--- config.mk ---
export PLATFORM = sky130hd
export DESIGN_NAME = lsepg_div
export DESIGN_NICKNAME = d
export VERILOG_FILES = /design/src/rtl/core/lsepg_div.sv
export SDC_FILE = /design/constraint.sdc
export NUM_CORES = 2
export LEC_CHECK = 0
export BUFFER_PORTS_ARGS = -buffer_cell sky130_fd_sc_hd__buf_2
export CORE_MARGIN = 1
export CORE_UTILIZATION = 35
export DETAILED_ROUTE_END_ITERATION = 7
export GPL_ROUTABILITY_DRIVEN = 0
export RECOVER_POWER = 50
export SETUP_SLACK_MARGIN = 0.5
export SYNTH_ARGS = -nofsm -noshare
export SYNTH_HDL_FRONTEND = slang
export SYNTH_SLANG_ARGS = --single-unit
--- constraint.sdc ---
create_clock -name clk -period 4.7 [get_ports clk]
set_clock_uncertainty 0.1 [all_clocks]
set_input_delay 0.47 -clock clk [delete_from_list [all_inputs] [get_ports clk]]
set_output_delay 0.47 -clock clk [all_outputs]
set_load 0.01 [all_outputs]
--- src/rtl/core/lsepg_div.sv ---
`timescale 1ns / 1ps
`default_nettype none
// ----------------------------------------------------------------------------
// lsepg_div
// Pipelined restoring divider, one quotient bit per stage, side data in step.
// The top NW-QW dividend bits must already be below the divisor. The user must
// hold the divisor static while items are in flight; the block does not enforce it.
// ----------------------------------------------------------------------------
module lsepg_div #(
  parameter int NW = 32,
  parameter int DW = 16,
  parameter int QW = 32,
  parameter int SW = 1
) (
  input  wire logic          clk,
  input  wire logic          rst_n,
  input  wire logic          en,
  input  wire logic          in_valid,
  input  wire logic [NW-1:0] in_num,
  input  wire logic [DW-1:0] in_den,
  input  wire logic [SW-1:0] in_side,
  output logic               out_valid,
  output logic [QW-1:0]      out_quot,
  output logic [DW-1:0]      out_rem,
  output logic [SW-1:0]      out_side
);

  logic          v_r    [0:QW];
  logic [DW-1:0] rem_r  [0:QW];
  logic [QW-1:0] w_r    [0:QW];
  logic [SW-1:0] side_r [0:QW];

  // stage zero: the upper dividend bits seed the partial remainder
  assign v_r[0]    = in_valid;
  assign rem_r[0]  = DW'(in_num >> QW);
  assign w_r[0]    = in_num[QW-1:0];
  assign side_r[0] = in_side;

  for (genvar s = 0; s < QW; s++) begin : g_stage
    logic [DW:0]   trial;
    logic          ge;
    logic [DW-1:0] rem_nxt;

    // one compare and subtract per stage
    always_comb begin
      trial   = {rem_r[s], w_r[s][QW-1]};
      ge      = trial >= {1'b0, in_den};
      rem_nxt = ge ? DW'(trial - {1'b0, in_den}) : trial[DW-1:0];
    end

    always_ff @(posedge clk) begin
      if (!rst_n) begin
        v_r[s+1] <= 1'b0;
      end else if (en) begin
        v_r[s+1] <= v_r[s];
      end
    end

    always_ff @(posedge clk) begin
      if (en) begin
        rem_r[s+1]  <= rem_nxt;
        w_r[s+1]    <= {w_r[s][QW-2:0], ge};
        side_r[s+1] <= side_r[s];
      end
    end
  end

  assign out_valid = v_r[QW];
  assign out_quot  = w_r[QW];
  assign out_rem   = rem_r[QW];
  assign out_side  = side_r[QW];

endmodule
`default_nettype wire

# Word-level counts from Yosys, hierarchy flattened
# Cells that the tools add are included.
dict set report word_totals {
  reg_bits 1600
  inputBits 53
  word_cells 225
  out_inout_bits 50
}
dict set report op_classes {
  magnitude_cmp 32
  add_sub_neg 32
  n_mux 32
}
# cell n
set op_table {}
lappend op_table {{17-bit by 16-bit >= comparator with 1-bit output} 31}
lappend op_table {{16-bit 2-to-1 mux} 31}
lappend op_table {{16-bit subtractor} 31}
lappend op_table {{1-bit by 16-bit >= comparator with 1-bit output} 1}
lappend op_table {{1-bit by 16-bit subtractor with 16-bit output} 1}
lappend op_table {{1-bit 2-to-1 mux} 1}

# Depth between registers and ports, before layout
dict set report logic_depth {
  depth_word 2
  depth_mapped 14
}

# Worst setup path after synthesis
# OpenSTA, ideal clock, no wires.
dict set report synth_path {
  path_type {input port to flip-flop}
  startpoint {in in_den[1]}
  endpoint {reg rem_r, in the netlist g_stage[15].trial[13] (data pin)}
  setup_slack_ns 0.594
  path_stages 13
  arrival_time_ns 3.746
  path_cell_list {clkbuf_1 > inv_1 > ha_1 > nor2b_1 > o31ai_1 > a21oi_1 > o221ai_2 > o21ai_1 > a211oi_1 > o21bai_1 > a211oi_4 > buf_6 > mux2_2}
}
dict set report synth_between {
  elab_chain_cells 2
}
# element line
set synth_lines {}
lappend synth_lines {{start, declared} 20} ;# input wire logic [DW-1:0] in_den,
lappend synth_lines {{16-bit subtractor or 17-bit by 16-bit >= comparator with 1-bit output (tied branches)} {48, 47}}
lappend synth_lines {{16-bit 2-to-1 mux *} 48} ;# rem_nxt = ge ? DW'(trial - {1'b0, in_den}) : trial[DW-1:0];
lappend synth_lines {{net g_stage[14].rem_nxt[12]} 42} ;# logic [DW-1:0] rem_nxt;
lappend synth_lines {{end signal, assigned by index} 61} ;# rem_r[s+1] <= rem_nxt;
lappend synth_lines {{end, declared} 29} ;# logic [DW-1:0] rem_r [0:QW];
# The timed path passes the listed nets; every way through them passes the cells marked *.
# A chain may end at the register's enable or synchronous reset.

# Final worst setup path
dict set report layout_path {
  startpoint {in en}
  endpoint {reg rem_r, in the netlist g_stage[19].trial[6] (enable)}
}
# element line
set layout_lines {}
lappend layout_lines {{start, declared} 17} ;# input wire logic en,
# No word-level cell between the ends.

==> results.sh <==
export IMPL_status="finished, violations left"
export IMPL_violations="capacitance limit, slew limit"
export IMPL_timing_fmax_mhz=278
export IMPL_final_cell_mix="edfxtp_1 (1568), ha_1 (498), a21oi_1 (346)"
export IMPL_cts_root_buf="clkbuf_16"
export IMPL_crit_type="input port to flip-flop"
export IMPL_wirelength_um=157000
export IMPL_cts_repair_resized=0
export IMPL_avgSynthCellArea_um2=13.9
export IMPL_clockBufferDepth=3
export IMPL_ys_flop_type="edfxtp_1"
export IMPL_gr_total_overflow=0
export IMPL_yosysWarnings=0
export IMPL_area_growth_synth_to_final_pct=14.8
export IMPL_n_antenna_cell=0
export IMPL_seq_area_frac_synth_pct=62.8
export IMPL_r2r_slack_ns=1.17
export IMPL_max_slew_margin_rel_pct=-135
export IMPL_path_cells="clkbuf_2, clkbuf_2"
export IMPL_synth_seq_cells=1600
export IMPL_syn_inst=5452
export IMPL_worstPathArrival_ns=3.92
export IMPL_start_util_pct=35.3
export IMPL_die_y_um=468
export IMPL_die_w_um=468
export IMPL_tritoncts="done"
export IMPL_ant_nets=0
export IMPL_startpoint_type="input port"
export IMPL_hp_class="input port to flip-flop"
export IMPL_final_common_cell="edfxtp_1"
export IMPL_numPortBuffers=102
export IMPL_core_mm2=0.215
export IMPL_peakVddDrop_mv=0.454
export IMPL_dp_hpwl_um=104000
export IMPL_synth_cell_types=91
export IMPL_p_leak_nw=32.7
export IMPL_drc=0
export IMPL_netlist_area_mm2=0.0760
export IMPL_slowest_delay_ns=2.36
export IMPL_cp_max_fo=107
export IMPL_hold_viol=0
export IMPL_setup_viol=0
export IMPL_cellPowerDensity_mw_per_mm2=668
export IMPL_worstPathRequired_ns=5.02
export IMPL_pin_count=103
export IMPL_synth_edf_count=1568
export IMPL_utilization_pct=40.6
export IMPL_drv_slew=99
export IMPL_path_buf_inv=2
export IMPL_grt_pass1_wl_um=247000
export IMPL_layout_setup_ws_ns=1.10
export IMPL_dr_pass1_iters=7
export IMPL_post_route_period_util_pct=76.5
export IMPL_grt_pass1_vias=44454
export IMPL_fill_cells=19733
export IMPL_crit_path_end_kind="flip-flop"
export IMPL_rows=170
export IMPL_place_ws_ns=0.429
export IMPL_tightest_slew_ns=3.52
export IMPL_vias=44686
export IMPL_cpMostUsedCell="clkbuf_2"
export IMPL_clock_latency_ns=0.82
export IMPL_grt_total_usage_pct=14.3
export IMPL_fin_crit_ns=3.60
export IMPL_cts_num_sinks=1600
export IMPL_layout_drive_gt1_share_pct=14.1
export IMPL_final_nets=6394
export IMPL_cp_top_family="buffers and inverters"
export IMPL_htreeDepth=4
export IMPL_routedWlPerCell_um=17.9
export IMPL_cp_slowest_cell="clkbuf_2"
export IMPL_async_reset_ff_share_pct=0
export IMPL_path_clk_slew_ns=0.06
export IMPL_synthesis_nets=6034
export IMPL_grt_max_degree=122
export IMPL_antenna_found_initial=2
export IMPL_cap_violations=1
export IMPL_routed_via_density=5.08
export IMPL_setup_tns_ns=0
export IMPL_rsz0062_at_grt="no"
export IMPL_cts_buffers=177
export IMPL_initialDrtViolationCount=3139
export IMPL_die_area_mm2=0.219
==> metrics by stage <==
stage	std cells	power, mW	hold WS, ns	instance area (um2)
after global routing	8792	62.2	0.0409	87300
after detailed placement	8435	44.4	0.305	81100
after CTS	8792	58.8	0.00131	87400
after global placement	8435	44.0	0.300	81100
after floorplan	5452	38.6	0.300	76000
final	8792	58.3	0.0945	87300
==> area by class of cell <==
class                      count  area (um2)  area share [%]
clock buffer                 207        4600            5.27
inverter                     196         736           0.843
multi-input combinational   3547       27000            30.9
clock inverter               114        1260            1.44
tap                         2838        3550            4.07
timing repair buffer         290        2420            2.77
sequential                  1600       47700            54.7
==> power breakdown <==
group | total, mW | switching (mW) | internal, mW
logic | 22.4 | 11.7 | 10.6
clock network | 13.9 | 5.83 | 8.10
registers | 22.1 | 1.80 | 20.3
total | 58.3 | 19.4 | 39.0
==> synth_stat cells, types with 32 or more instances <==
master,instances,area [um2]
ha_1,498,6230
nand3_1,81,405
nand4_1,60,375
nor3_1,72,360
inv_1,195,732
a21oi_1,346,1730
mux2i_1,86,861
nor2b_1,114,713
o21a_1,65,488
mux2_2,266,3000
xor2_1,144,1260
o21ai_0,281,1410
a31oi_1,45,282
buf_4,37,278
a21o_1,121,908
nor2_1,340,1280
dfxtp_1,32,641
xnor2_1,222,1940
a211oi_1,32,240
edfxtp_1,1568,47100
nand2_1,247,927
nand2b_1,62,388
clkbuf_1,52,195
==> kinds of logic (layout without fill, tap and decap cells) <==
family	Yosys count	after routing	share of synthesized area [%]
AOI/OAI and AO/OA	1159	1159	9.69
xor gates and xnor gates	366	366	4.22
adders and majority gates	529	529	9.01
buffers and inverters	305	807	1.77
DFF	1600	1600	62.8
muxes	367	367	5.36
and+or+nand+nor	1126	1126	7.20
==> what timing repair did <==
| item | 4_1_cts | 5_1_grt |
|---|---|---|
| hold endpoints to repair | 65 | 0 |
| buffers inserted | 0 | 0 |
| hold buffers | 36 | 0 |
==> worst paths after layout <==
check,start,to,depth (start not counted)
worst max-delay path,en,g_stage[19].trial[6],2
worst min-delay path,in_den[15],w_r[992],3
worst max register to register,g_stage[27].trial[0],g_stage[28].trial[15],12
worst min register to register,w_r[609],w_r[578],0
==> routing by layer <==
layer / track usage [%] / up-vias / share of wire [%] / routed length (um)
li1: - / 21576 / - / -
met1: 19.3 / 21795 / 46 / 72700
met2: 22.7 / 999 / 46 / 72000
met3: 2.50 / 314 / 4.8 / 7470
met4: 5.27 / 2 / 3.2 / 5100
met5: 0 / - / 0.00064 / 1
==> flip-flops by register name, summed over array words and instances (netlist names) <==
register / flops
out_side: 1
v_r: 31
out_quot: 32
side_r: 31
g_stage.trial: 527
out_rem: 16
out_valid: 1
w_r: 961
Power figures use the tool's default switching activity.
